[src/sacft_pkg.sv]
// Package for the set-associative FIFO-replacement tag store: types, constants, helpers.
`default_nettype none

package sacft_pkg;

    // Field widths fixed by the interface
    localparam int ADDR_W     = 32;
    localparam int TAG_W      = 32;
    localparam int CNT_W      = 32;
    localparam int WAY_OUT_W  = 4;
    localparam int OFF_W      = 5;
    localparam int APB_DATA_W = 32;
    localparam int PADDR_W    = 3;

    // Register map: index is paddr[2]
    localparam int REG_IDX_W = 1;
    localparam logic [REG_IDX_W-1:0] REG_BLOCK_OFFSET = 1'b0;

    localparam logic [OFF_W-1:0] OFF_RESET = 5'd10;

    // Default geometry
    localparam int SETS_DEF = 16;
    localparam int WAYS_DEF = 4;

    typedef enum logic [1:0] {
        S_CLEAR,
        S_IDLE,
        S_SET,
        S_CMP
    } t_state;

    // Controller to datapath
    typedef struct packed {
        logic clr_step;
        logic start_set;
        logic rd_en;
        logic out_load;
    } t_cmd;

    // Datapath to controller
    typedef struct packed {
        logic clr_last;
        logic set_done;
    } t_status;

    function automatic bit f_is_pow2(input int n);
        return (n & (n - 1)) == 0;
    endfunction

endpackage

`default_nettype wire

[src/set_assoc_cache_fifo_tags_core.sv]
// Sequence: accept; for non-power-of-two SETS, the reciprocal set-index unit's quotient
// then remainder registers; row read; then compare and result load, held while stalled.
// Lookups: the next is accepted only once the result is loaded, set by the read-then-write
// of the single tag RAM row; a waiting result holds only the next lookup's write-back.
// Reset: offset 10, counters zero; a sweep over every set then clears each set's fill
// level and oldest pointer, with o_ready low throughout.
`default_nettype none

module set_assoc_cache_fifo_tags_core #(
    parameter int SETS = sacft_pkg::SETS_DEF,
    parameter int WAYS = sacft_pkg::WAYS_DEF
) (
    input  wire logic                              i_clk,
    input  wire logic                              i_rst_n,
    // APB configuration
    input  wire logic                              psel,
    input  wire logic                              penable,
    input  wire logic                              pwrite,
    input  wire logic [sacft_pkg::PADDR_W-1:0]     paddr,
    input  wire logic [sacft_pkg::APB_DATA_W-1:0]  pwdata,
    output logic      [sacft_pkg::APB_DATA_W-1:0]  prdata,
    output logic                                   pready,
    // Lookup channel
    input  wire logic                              i_valid,
    output logic                                   o_ready,
    input  wire logic [sacft_pkg::ADDR_W-1:0]      i_address,
    // Result channel
    output logic                                   o_valid,
    input  wire logic                              i_ready,
    output logic                                   o_hit,
    output logic      [sacft_pkg::WAY_OUT_W-1:0]   o_way,
    output logic      [sacft_pkg::CNT_W-1:0]       o_hit_count,
    output logic      [sacft_pkg::CNT_W-1:0]       o_miss_count
);
    import sacft_pkg::*;

    localparam bit FAST = f_is_pow2(SETS);

    logic [OFF_W-1:0]     r_off;
    logic [REG_IDX_W-1:0] reg_idx;
    logic                 cfg_wr;
    t_cmd                 cmd;
    t_status              status;

    // Configuration register
    assign pready  = 1'b1;
    assign reg_idx = paddr[PADDR_W-1 -: REG_IDX_W];
    assign cfg_wr  = psel & penable & pwrite & pready;

    always_ff @(posedge i_clk) begin
        if (!i_rst_n) begin
            r_off <= OFF_RESET;
        end else if (cfg_wr && (reg_idx == REG_BLOCK_OFFSET)) begin
            r_off <= pwdata[OFF_W-1:0];
        end
    end

    assign prdata = (reg_idx == REG_BLOCK_OFFSET) ? APB_DATA_W'(r_off) : '0;

    sacft_ctrl #(
        .FAST (FAST)
    ) u_ctrl (
        .i_clk    (i_clk),
        .i_rst_n  (i_rst_n),
        .i_valid  (i_valid),
        .o_ready  (o_ready),
        .o_valid  (o_valid),
        .i_ready  (i_ready),
        .i_status (status),
        .o_cmd    (cmd)
    );

    sacft_dp #(
        .SETS (SETS),
        .WAYS (WAYS)
    ) u_dp (
        .i_clk        (i_clk),
        .i_rst_n      (i_rst_n),
        .i_address    (i_address),
        .i_off        (r_off),
        .i_cmd        (cmd),
        .o_status     (status),
        .o_hit        (o_hit),
        .o_way        (o_way),
        .o_hit_count  (o_hit_count),
        .o_miss_count (o_miss_count)
    );

`ifndef NO_ASSERTIONS
    // One lookup at a time: no accept in the cycle after an accept
    a_one_in_flight: assert property (@(posedge i_clk) disable iff (!i_rst_n)
        (i_valid && o_ready) |=> !o_ready)
        else $error("lookup accepted while another is in flight");

    // Reported way always lies inside the set
    a_way_range: assert property (@(posedge i_clk) disable iff (!i_rst_n)
        o_valid |-> (int'(o_way) < WAYS))
        else $error("result way out of range");

    // Clearing sweep holds off lookups after reset
    a_clear_after_reset: assert property (@(posedge i_clk)
        !i_rst_n |=> !o_ready)
        else $error("lookup accepted before clearing sweep");

    // A new result beat moves exactly one counter by one
    a_count_step: assert property (@(posedge i_clk) disable iff (!i_rst_n)
        cmd.out_load |=> ((o_hit_count + o_miss_count) ==
                          ($past(o_hit_count) + $past(o_miss_count) + 1'b1)))
        else $error("counters did not advance by one");
`endif

endmodule

`default_nettype wire

[src/sacft_setidx.sv]
// Set index unit: block number modulo SETS, a mask or a reciprocal multiply.
`default_nettype none

module sacft_setidx #(
    parameter int SETS  = sacft_pkg::SETS_DEF,
    parameter int SET_W = 1
) (
    input  wire logic                         i_clk,
    input  wire logic                         i_rst_n,
    input  wire logic                         i_start,
    input  wire logic [sacft_pkg::TAG_W-1:0]  i_blk,
    output logic                              o_done,
    output logic      [SET_W-1:0]             o_set
);
    import sacft_pkg::*;

    generate
        if (f_is_pow2(SETS)) begin : g_mask
            // Power-of-two set count: low block bits, combinational
            assign o_set  = SET_W'(i_blk & TAG_W'(SETS - 1));
            assign o_done = 1'b1;
        end else begin : g_rem
            // Exact reciprocal: (blk * MAGIC) >> SHIFT is blk / SETS for any 32-bit blk
            localparam int              LOG_S   = $clog2(SETS);
            localparam int              SHIFT   = TAG_W + LOG_S;
            localparam int              PROD_W  = 2 * TAG_W + 1;
            localparam longint unsigned MAGIC_L =
                ((64'd1 << SHIFT) + 64'(SETS) - 64'd1) / 64'(SETS);
            localparam logic [TAG_W:0]  MAGIC   = (TAG_W + 1)'(MAGIC_L);
            localparam logic [1:0]      STEPS   = 2'd2;

            logic [TAG_W-1:0]  r_blk;
            logic [TAG_W-1:0]  r_quo;
            logic [SET_W-1:0]  r_set;
            logic [1:0]        r_cnt;
            logic [PROD_W-1:0] prod;
            logic [TAG_W-1:0]  quo_x_sets;

            assign prod       = PROD_W'(r_blk) * PROD_W'(MAGIC);
            assign quo_x_sets = r_quo * TAG_W'(SETS);

            always_ff @(posedge i_clk) begin
                if (!i_rst_n) begin
                    r_cnt <= '0;
                end else if (i_start) begin
                    r_cnt <= STEPS;
                end else if (r_cnt != '0) begin
                    r_cnt <= r_cnt - 1'b1;
                end
            end

            // Quotient register first, then the remainder register
            always_ff @(posedge i_clk) begin
                if (i_start) begin
                    r_blk <= i_blk;
                end
                if (r_cnt == STEPS) begin
                    r_quo <= TAG_W'(prod >> SHIFT);
                end
                if (r_cnt == 2'd1) begin
                    r_set <= SET_W'(r_blk - quo_x_sets);
                end
            end

            assign o_set  = r_set;
            assign o_done = (r_cnt == '0);
        end
    endgenerate

endmodule

`default_nettype wire

[src/sacft_dp.sv]
// Datapath: tag RAM rows, tag compare, FIFO fill/replace, counters, result register.
`default_nettype none

module sacft_dp #(
    parameter int SETS = sacft_pkg::SETS_DEF,
    parameter int WAYS = sacft_pkg::WAYS_DEF
) (
    input  wire logic                             i_clk,
    input  wire logic                             i_rst_n,
    input  wire logic [sacft_pkg::ADDR_W-1:0]     i_address,
    input  wire logic [sacft_pkg::OFF_W-1:0]      i_off,
    input  wire sacft_pkg::t_cmd                  i_cmd,
    output sacft_pkg::t_status                    o_status,
    output logic                                  o_hit,
    output logic      [sacft_pkg::WAY_OUT_W-1:0]  o_way,
    output logic      [sacft_pkg::CNT_W-1:0]      o_hit_count,
    output logic      [sacft_pkg::CNT_W-1:0]      o_miss_count
);
    import sacft_pkg::*;

    localparam int SET_W  = (SETS > 1) ? $clog2(SETS) : 1;
    localparam int WAY_W  = (WAYS > 1) ? $clog2(WAYS) : 1;
    localparam int FILL_W = $clog2(WAYS + 1);
    localparam int FILL_LSB = WAYS * TAG_W;
    localparam int PTR_LSB  = FILL_LSB + FILL_W;
    localparam int ROW_W    = PTR_LSB + WAY_W;

    // Row layout: {oldest pointer, fill level, tags of all ways}
    logic [ROW_W-1:0] mem [SETS];
    logic [ROW_W-1:0] r_row;
    logic [SET_W-1:0] r_set;
    logic [SET_W-1:0] r_clr;
    logic [TAG_W-1:0] r_blk;

    logic [TAG_W-1:0] blk_in;
    logic [SET_W-1:0] set_idx;
    logic             set_done;

    logic [FILL_W-1:0] fill;
    logic [WAY_W-1:0]  ptr;
    logic              hit;
    logic [WAY_W-1:0]  hit_way;
    logic [WAY_W-1:0]  miss_way;
    logic [WAY_W-1:0]  way_sel;
    logic [FILL_W-1:0] new_fill;
    logic [WAY_W-1:0]  new_ptr;
    logic [ROW_W-1:0]  new_row;

    logic              wr_en;
    logic [SET_W-1:0]  wr_addr;
    logic [ROW_W-1:0]  wr_data;

    logic                 r_hit;
    logic [WAY_OUT_W-1:0] r_way;
    logic [CNT_W-1:0]     r_hits;
    logic [CNT_W-1:0]     r_misses;

    assign blk_in = i_address >> i_off;

    sacft_setidx #(
        .SETS  (SETS),
        .SET_W (SET_W)
    ) u_setidx (
        .i_clk   (i_clk),
        .i_rst_n (i_rst_n),
        .i_start (i_cmd.start_set),
        .i_blk   (blk_in),
        .o_done  (set_done),
        .o_set   (set_idx)
    );

    // Block number held for the compare
    always_ff @(posedge i_clk) begin
        if (i_cmd.start_set) begin
            r_blk <= blk_in;
        end
    end

    // Clearing sweep counter
    always_ff @(posedge i_clk) begin
        if (!i_rst_n) begin
            r_clr <= '0;
        end else if (i_cmd.clr_step) begin
            r_clr <= r_clr + 1'b1;
        end
    end

    assign o_status.clr_last = (r_clr == SET_W'(SETS - 1));
    assign o_status.set_done = set_done;

    // Tag compare over the valid ways; lowest match wins
    always_comb begin
        fill    = r_row[FILL_LSB +: FILL_W];
        ptr     = r_row[PTR_LSB +: WAY_W];
        hit     = 1'b0;
        hit_way = '0;
        for (int w = WAYS - 1; w >= 0; w--) begin
            if ((FILL_W'(w) < fill) && (r_row[w*TAG_W +: TAG_W] == r_blk)) begin
                hit     = 1'b1;
                hit_way = WAY_W'(w);
            end
        end
    end

    // Fill the next free way, else replace the oldest
    always_comb begin
        new_fill = fill;
        new_ptr  = ptr;
        if (fill < FILL_W'(WAYS)) begin
            miss_way = fill[WAY_W-1:0];
            new_fill = fill + 1'b1;
        end else begin
            miss_way = ptr;
            new_ptr  = (ptr == WAY_W'(WAYS - 1)) ? '0 : ptr + 1'b1;
        end
        way_sel = hit ? hit_way : miss_way;

        new_row = r_row;
        for (int w = 0; w < WAYS; w++) begin
            if (WAY_W'(w) == miss_way) begin
                new_row[w*TAG_W +: TAG_W] = r_blk;
            end
        end
        new_row[FILL_LSB +: FILL_W] = new_fill;
        new_row[PTR_LSB +: WAY_W]   = new_ptr;
    end

    // RAM write port: sweep or miss write-back
    assign wr_en   = i_cmd.clr_step | (i_cmd.out_load & ~hit);
    assign wr_addr = i_cmd.clr_step ? r_clr : r_set;
    assign wr_data = i_cmd.clr_step ? '0 : new_row;

    always_ff @(posedge i_clk) begin
        if (wr_en) begin
            mem[wr_addr] <= wr_data;
        end
        if (i_cmd.rd_en) begin
            r_row <= mem[set_idx];
            r_set <= set_idx;
        end
    end

    // Counters
    always_ff @(posedge i_clk) begin
        if (!i_rst_n) begin
            r_hits   <= '0;
            r_misses <= '0;
        end else if (i_cmd.out_load) begin
            if (hit) begin
                r_hits <= r_hits + 1'b1;
            end else begin
                r_misses <= r_misses + 1'b1;
            end
        end
    end

    // Result register
    always_ff @(posedge i_clk) begin
        if (i_cmd.out_load) begin
            r_hit <= hit;
            r_way <= WAY_OUT_W'(way_sel);
        end
    end

    assign o_hit        = r_hit;
    assign o_way        = r_way;
    assign o_hit_count  = r_hits;
    assign o_miss_count = r_misses;

endmodule

`default_nettype wire

[src/sacft_ctrl.sv]
// Controller: clearing sweep, set lookup sequencing, output beat handshake.
`default_nettype none

module sacft_ctrl #(
    parameter bit FAST = 1'b1
) (
    input  wire logic               i_clk,
    input  wire logic               i_rst_n,
    input  wire logic               i_valid,
    output logic                    o_ready,
    output logic                    o_valid,
    input  wire logic               i_ready,
    input  wire sacft_pkg::t_status i_status,
    output sacft_pkg::t_cmd         o_cmd
);
    import sacft_pkg::*;

    t_state r_state;
    t_state n_state;
    logic   r_ovalid;
    logic   n_ovalid;

    always_ff @(posedge i_clk) begin
        if (!i_rst_n) begin
            r_state  <= S_CLEAR;
            r_ovalid <= 1'b0;
        end else begin
            r_state  <= n_state;
            r_ovalid <= n_ovalid;
        end
    end

    always_comb begin
        n_state  = r_state;
        n_ovalid = r_ovalid & ~i_ready;
        o_cmd    = '0;
        o_ready  = 1'b0;
        unique case (r_state)
            S_CLEAR: begin
                o_cmd.clr_step = 1'b1;
                if (i_status.clr_last) begin
                    n_state = S_IDLE;
                end
            end
            S_IDLE: begin
                o_ready = 1'b1;
                if (i_valid) begin
                    o_cmd.start_set = 1'b1;
                    if (FAST) begin
                        o_cmd.rd_en = 1'b1;
                        n_state     = S_CMP;
                    end else begin
                        n_state = S_SET;
                    end
                end
            end
            S_SET: begin
                if (i_status.set_done) begin
                    o_cmd.rd_en = 1'b1;
                    n_state     = S_CMP;
                end
            end
            S_CMP: begin
                // Write back on a miss and load the result once the output slot is free
                if (!r_ovalid || i_ready) begin
                    o_cmd.out_load = 1'b1;
                    n_ovalid       = 1'b1;
                    n_state        = S_IDLE;
                end
            end
            default: begin
                n_state = S_CLEAR;
            end
        endcase
    end

    assign o_valid = r_ovalid;

endmodule

`default_nettype wire
[config.mk]
export PLATFORM = sky130hd
export DESIGN_NAME = set_assoc_cache_fifo_tags_core
export DESIGN_NICKNAME = d
export VERILOG_FILES = /design/src/sacft_pkg.sv /design/src/set_assoc_cache_fifo_tags_core.sv /design/src/sacft_setidx.sv /design/src/sacft_dp.sv /design/src/sacft_ctrl.sv
export SDC_FILE = /design/constraint.sdc
export NUM_CORES = 2
export LEC_CHECK = 0
export BUFFER_PORTS_ARGS = -buffer_cell sky130_fd_sc_hd__buf_2
export CAP_MARGIN = 25
export CORE_MARGIN = 2
export CORE_UTILIZATION = 49
export DETAILED_ROUTE_END_ITERATION = 16
export PLACE_DENSITY = 0.67
export SYNTH_ARGS = -nofsm -noshare
export SYNTH_HDL_FRONTEND = slang
export SYNTH_SLANG_ARGS = --single-unit
[constraint.sdc]
create_clock -name i_clk -period 8.9 [get_ports i_clk]
set_clock_uncertainty 0.05 [all_clocks]
set_input_delay 1.78 -clock i_clk [delete_from_list [all_inputs] [get_ports i_clk]]
set_output_delay 1.78 -clock i_clk [all_outputs]
set_load 0.01 [all_outputs]
Word-level counts from Yosys, hierarchy flattened
Memories as Yosys holds them, arrays and structs flattened. A register that Yosys moved wholly into a read port is not among the register bits.
Cells that the tools add are included.
Storage, ports and cells
  register bits after elaboration: 115
  RAM bits: 2128
  output and inout bits: 104
  memories: 1
Operators by class
  add/subtract/negate cells: 5
  magnitude comparators: 5
  eq/ne operators: 15
  shift-type cells: 1
  multiplexer cells: 35
  bitwise logic cells: 8
  reductions and logical operators: 12
Memories
  u_dp.mem: depth 16, bits a word 133, rd ports 1, clocked after memory_dff 1, write ports 1, RTL line sacft_dp.sv:29  | logic [ROW_W-1:0] mem [SETS];
Operators with widths (count)
  2-to-1 mux 133 bit: 1
  equality test 32 bit: 4
  2-to-1 mux 32 bit: 4
  adder 32 x 1 -> 32 bit (second input constant): 2
  >> shifter 32 x 5 -> 32 bit: 1
  2-to-1 mux 2 bit: 12
  2-to-1 mux 1 bit: 13
  one-hot mux 2 bit (4 select lines): 1
  equality test 2 bit (second input constant): 3
  less-than comparator 1 x 3 -> 1 bit (first input constant): 2
  less-than comparator 2 x 3 -> 1 bit (first input constant): 2
  logical AND 1 bit: 5
  2-to-1 mux 5 bit: 1
  adder 4 x 1 -> 4 bit (second input constant): 1
  bitwise AND 1 bit: 4
  equality test 2 bit (first input constant): 2
  equality test 4 bit (second input constant): 1
  zero test 2 bit: 2
  2-to-1 mux 4 bit: 1
  inequality test 2 bit (second input constant): 2
  AND reduction 2 bit: 2
  adder 3 x 1 -> 3 bit (second input constant): 1
  less-than comparator 3 bit (second input constant): 1
  2-to-1 mux 3 bit: 1
  other kinds (10): 12

Depth between registers and ports, before layout
  depth after elaboration: 11
  depth in mapped cells: 16
  depth with buffers taken out: 9

Cells and area by module
A second synthesis with hierarchy kept.
Second synthesis, totals
  cells, all modules: 4656
  area, all modules: 94720.8 µm²
Modules (own cells, without submodules)
  sacft_dp: times used 1, cells an instance 4568, area each 93938.8 µm², sequential area each 70427.5 µm²
  set_assoc_cache_fifo_tags_core: times used 1, cells an instance 58, area each 484.2 µm², sequential area each 100.1 µm²
  sacft_ctrl: times used 1, cells an instance 24, area each 256.5 µm², sequential area each 60.1 µm²
  sacft_setidx: times used 1, cells an instance 6, area each 41.3 µm², sequential area each 0.0 µm²

Least setup slack after synthesis
Ideal clock, no wire load.
  kind: input to register
  start point: input port i_ready
  end point: memory u_dp.mem[11][0] in the netlist's numbering (enable)
  library setup time: 0.628 ns
  data arrival time: 8.128 ns
  data required time: 8.222 ns
  setup slack: 0.094 ns
  stages: 6
  path buffers: 1
  path through: nand2b_1 nand2_1 clkbuf_1 nor3_1 a32oi_1 nor2_1
On the way
  longest elaborated chain between the ends: 7
RTL lines
  start, declared: RTL line set_assoc_cache_fifo_tags_core.sv:29  | input wire logic i_ready,
  logical OR 1 bit: RTL line sacft_ctrl.sv:65  | if (!r_ovalid || i_ready) begin
  2-to-1 mux 1 bit: RTL line sacft_ctrl.sv:65
  2-to-1 mux 1 bit: RTL line sacft_ctrl.sv:38  | unique case (r_state)
  bitwise AND 1 bit: RTL line sacft_dp.sv:129  | assign wr_en = i_cmd.clr_step | (i_cmd.out_load & ~hit);
  bitwise OR 1 bit: RTL line sacft_dp.sv:129
  2-to-1 mux 1 bit: RTL line sacft_dp.sv:134  | if (wr_en) begin
  2-to-1 mux 1 bit (not written as such): RTL line sacft_dp.sv:135  | mem[wr_addr] <= wr_data;
  end, declared: RTL line sacft_dp.sv:29
Every way passes these cells.

Worst setup path after layout
  start point: register u_dp.r_blk[25]
  end point: memory u_dp.mem[6][34] in the netlist's numbering (enable)
On the way
  longest elaborated chain between the ends: 11
RTL lines
  start, declared: RTL line sacft_dp.sv:33  | logic [TAG_W-1:0] r_blk;
  start signal, assigned: RTL line sacft_dp.sv:75  | r_blk <= blk_in;
  equality test 32 bit: RTL line sacft_dp.sv:98  | if ((FILL_W'(w) < fill) && (r_row[w*TAG_W +: TAG_W] == r_blk)) begin
  logical AND 1 bit: RTL line sacft_dp.sv:98
  2-to-1 mux 1 bit (3 in a row): RTL line sacft_dp.sv:98
  2-to-1 mux 1 bit (*): RTL line sacft_dp.sv:98
  inverter 1 bit (no source line) (*)
  bitwise AND 1 bit (*): RTL line sacft_dp.sv:129
  bitwise OR 1 bit (*): RTL line sacft_dp.sv:129
  2-to-1 mux 1 bit (*): RTL line sacft_dp.sv:134
  2-to-1 mux 1 bit (not written as such) (*): RTL line sacft_dp.sv:135
Mark *: on every way between the ends. The rest lies on a longest branch, timed or not.

==> out/metrics.cfg <==
[status]
status = finished, final reports clean

[synthesis]
netlist_top_cells_area = edfxtp_1, nand2_1, nand3_1, a31oi_1, dfxtp_1
synth_edf_count = 2300
synth_area_leader_cell = edfxtp_1
synthDistinctLibCells = 61
syn_inst = 7911
yosysSeqAreaShare_pct = 72.1
synth_area_sq_um = 97900
ys_seq_elements = 2376
postSynthAreaPerCell_sq_um = 12.4
synth_warnings = 0
yosysTopAreaCellShare_pct = 70.6
async_flop_share_pct = 0
ys.flop_type = edfxtp_1

[placed_design]
dp_hpwl_mm = 139
gp_congestion = 0.877
port_buffers = 118
placed_area_sq_um = 101000
dp_slack_ns = 2.57

[grt]
grt.overflow.total = 0
grt_max_degree = 194
grt_pass1_wl_mm = 408
grt_pass1_vias = 61169
grt_antenna_before_repair = 3
grt_usage_pct = 27.0

[power_and_ir_drop]
pwr_density_cell_nw_per_um2 = 261
ir_worst_vdd_mv = 0.217
p_leak_nw = 37.9

[floorplan]
start_util_pct = 49.2
die_h_microns = 451
num_io_pins = 178
die_w_microns = 451
fp.coreArea_sq_um = 199000
row_count = 164
dieArea_sq_um = 203000

[routing]
detail-route-antenna-nets = 0
wl_per_cell_microns = 26.2
wirelength_mm = 281
drtIter0Drc = 9689
remaining_drc_errors = 0
vias = 65739
firstDrtPassIters = 8
routed_via_density = 6.12

[cts]
cts_max_level = 4
cts_root_buf = clkbuf_16
cts_hold_buf = 0
cts_buffers = 225
cts_tree = built
clock-sinks = 2376
clockBufferDepth = 3
post-cts-setup-buffers = 0
post_cts_resized = 0
clock_latency_ns = 0.89
clkTransAtPathRegs_ns = 0.07

[setup_path]
path_class = register to register
crit_fanout = 33
arrival_ns = 6.98
cp-start-kind = register
critPathRequiredTime_ns = 9.32
reg2regPathDepth = 11
cp-end-kind = register

[sta]
finalHoldViolations = 0
rsz0062_at_grt = false
fin_tns_setup_ns = 0
period_minus_slack_ns = 6.56
setup_ws_ns = 2.34
drv_slew = 0
relSlewSlack_pct = 22.0
fmax_ghz = 0.152
finalSetupViolCount = 0
worst_pin_slew_ns = 1.17
period_share_pct = 73.7

[finish]
area_delta_synth_final_pct = 10.6
final_common_cell = nand2_1
final_area_sq_um = 108000
drive_gt1_share_pct = 8.59
fin_nets = 7974
mostFrequentLayoutCells = nand2_1, edfxtp_1, nand3_1, a31oi_1, a21oi_1

[hold_path]
min_path_cells = 2
hp-class = register to register

[run]
maxCapViolCount = 0

[metrics by stage]
| step | instances | hold WS [ns] | utilization (%) | power (W) |
|---|---|---|---|---|
| finish | 10733 | 0.448 | 54.4 | 0.0282 |
| global route | 10733 | 0.473 | 54.4 | 0.0291 |
| CTS | 10688 | 0.446 | 54.2 | 0.0281 |
| detailed placement | 10276 | 0.437 | 50.6 | 0.0190 |
| global placement | 10264 | 0.413 | 50.5 | 0.0188 |
| floorplan | 7939 | 0.445 | - | 0.0174 |
[critical path, cell delays in order, from the launching register on]
cell      delay [ns]
edfxtp_1        0.91
buf_4           0.25
xor2_1          0.39
nor4_1          0.10
nand4_1         0.11
nor4_1          0.11
or4_1           0.91
nor2_1          0.47
a32oi_1         0.44
nor2_4          0.99
buf_4           0.64
buf_4           0.70
[state kept, by name, summed over array words and instances, names as in the netlist]
signal and flops:
u_dp.mem 2128, u_dp.r_row 133, u_dp.o_hit_count 32, u_dp.o_miss_count 32, u_dp.r_blk 32, r_off 5
u_dp.r_clr 4, u_dp.r_set 4, u_ctrl.r_state 2, u_dp.o_way 2, u_ctrl.o_valid 1, u_dp.o_hit 1
[worst paths after layout]
check | startpoint | slack (ns) | end
worst min register to register | u_dp.o_miss_count[28] | 0.45 | u_dp.o_miss_count[28]
worst max register to register | u_dp.r_blk[25] | 2.34 | u_dp.mem[6][34]
worst max-delay path | u_dp.r_blk[25] | 2.34 | u_dp.mem[6][34]
worst min-delay path | u_dp.o_miss_count[28] | 0.45 | u_dp.o_miss_count[28]
[logic make-up after synthesis]
family / count (synthesis) / share of synthesized area, %
buffers and inverters: 598 / 2.95
flip-flops: 2376 / 72.1
AND/OR/NAND/NOR: 3801 / 16.8
adder cells (fa/ha/maj): 9 / 0.115
AO/OA/AOI/OAI: 858 / 5.17
XOR/XNOR: 153 / 1.37
other: 2 / 0.00767
multiplexers: 114 / 1.50
[cells in the mapped netlist, types with 23 or more instances]
cell / count
a21oi_1: 297
a31oi_1: 341
a32oi_1: 24
and3_1: 236
buf_1: 46
buf_2: 171
buf_4: 59
buf_6: 27
clkbuf_1: 263
dfxtp_1: 76
edfxtp_1: 2300
inv_1: 28
mux2i_1: 66
mux4_2: 23
nand2_1: 2443
nand3_1: 794
nand4_1: 67
nor2_1: 120
nor4_1: 33
o21ai_0: 51
o22ai_1: 115
or3_1: 28
xnor2_1: 109
xor2_1: 44
[layout make-up]
| cell class | instances | area [sq um] |
|---|---|---|
| Inverter | 32 | 169 |
| Timing Repair Buffer | 291 | 2350 |
| Antenna cell | 1 | 2.50 |
| Sequential cell | 2376 | 70600 |
| Fill cell | 16036 | 90800 |
| Multi-Input combinational cell | 4965 | 24700 |
| Tap cell | 2656 | 3320 |
| Clock buffer | 286 | 5970 |
| Clock inverter | 126 | 1150 |
[metal layers]
layer,wire (microns),GRT usage [%],up-vias
li1,-,-,28585
met1,108000,37.6,32531
met2,129000,42.5,4043
met3,33200,5.30,580
met4,10500,9.76,0
met5,0,0,-
[where the power goes]
group | leakage [nW] | switching, W | internal (W)
registers | 22.0 | 0.000343 | 0.0142
logic | 12.4 | 0.00340 | 0.000939
clock network | 3.48 | 0.00414 | 0.00520
(Power assumes the default switching activity.)
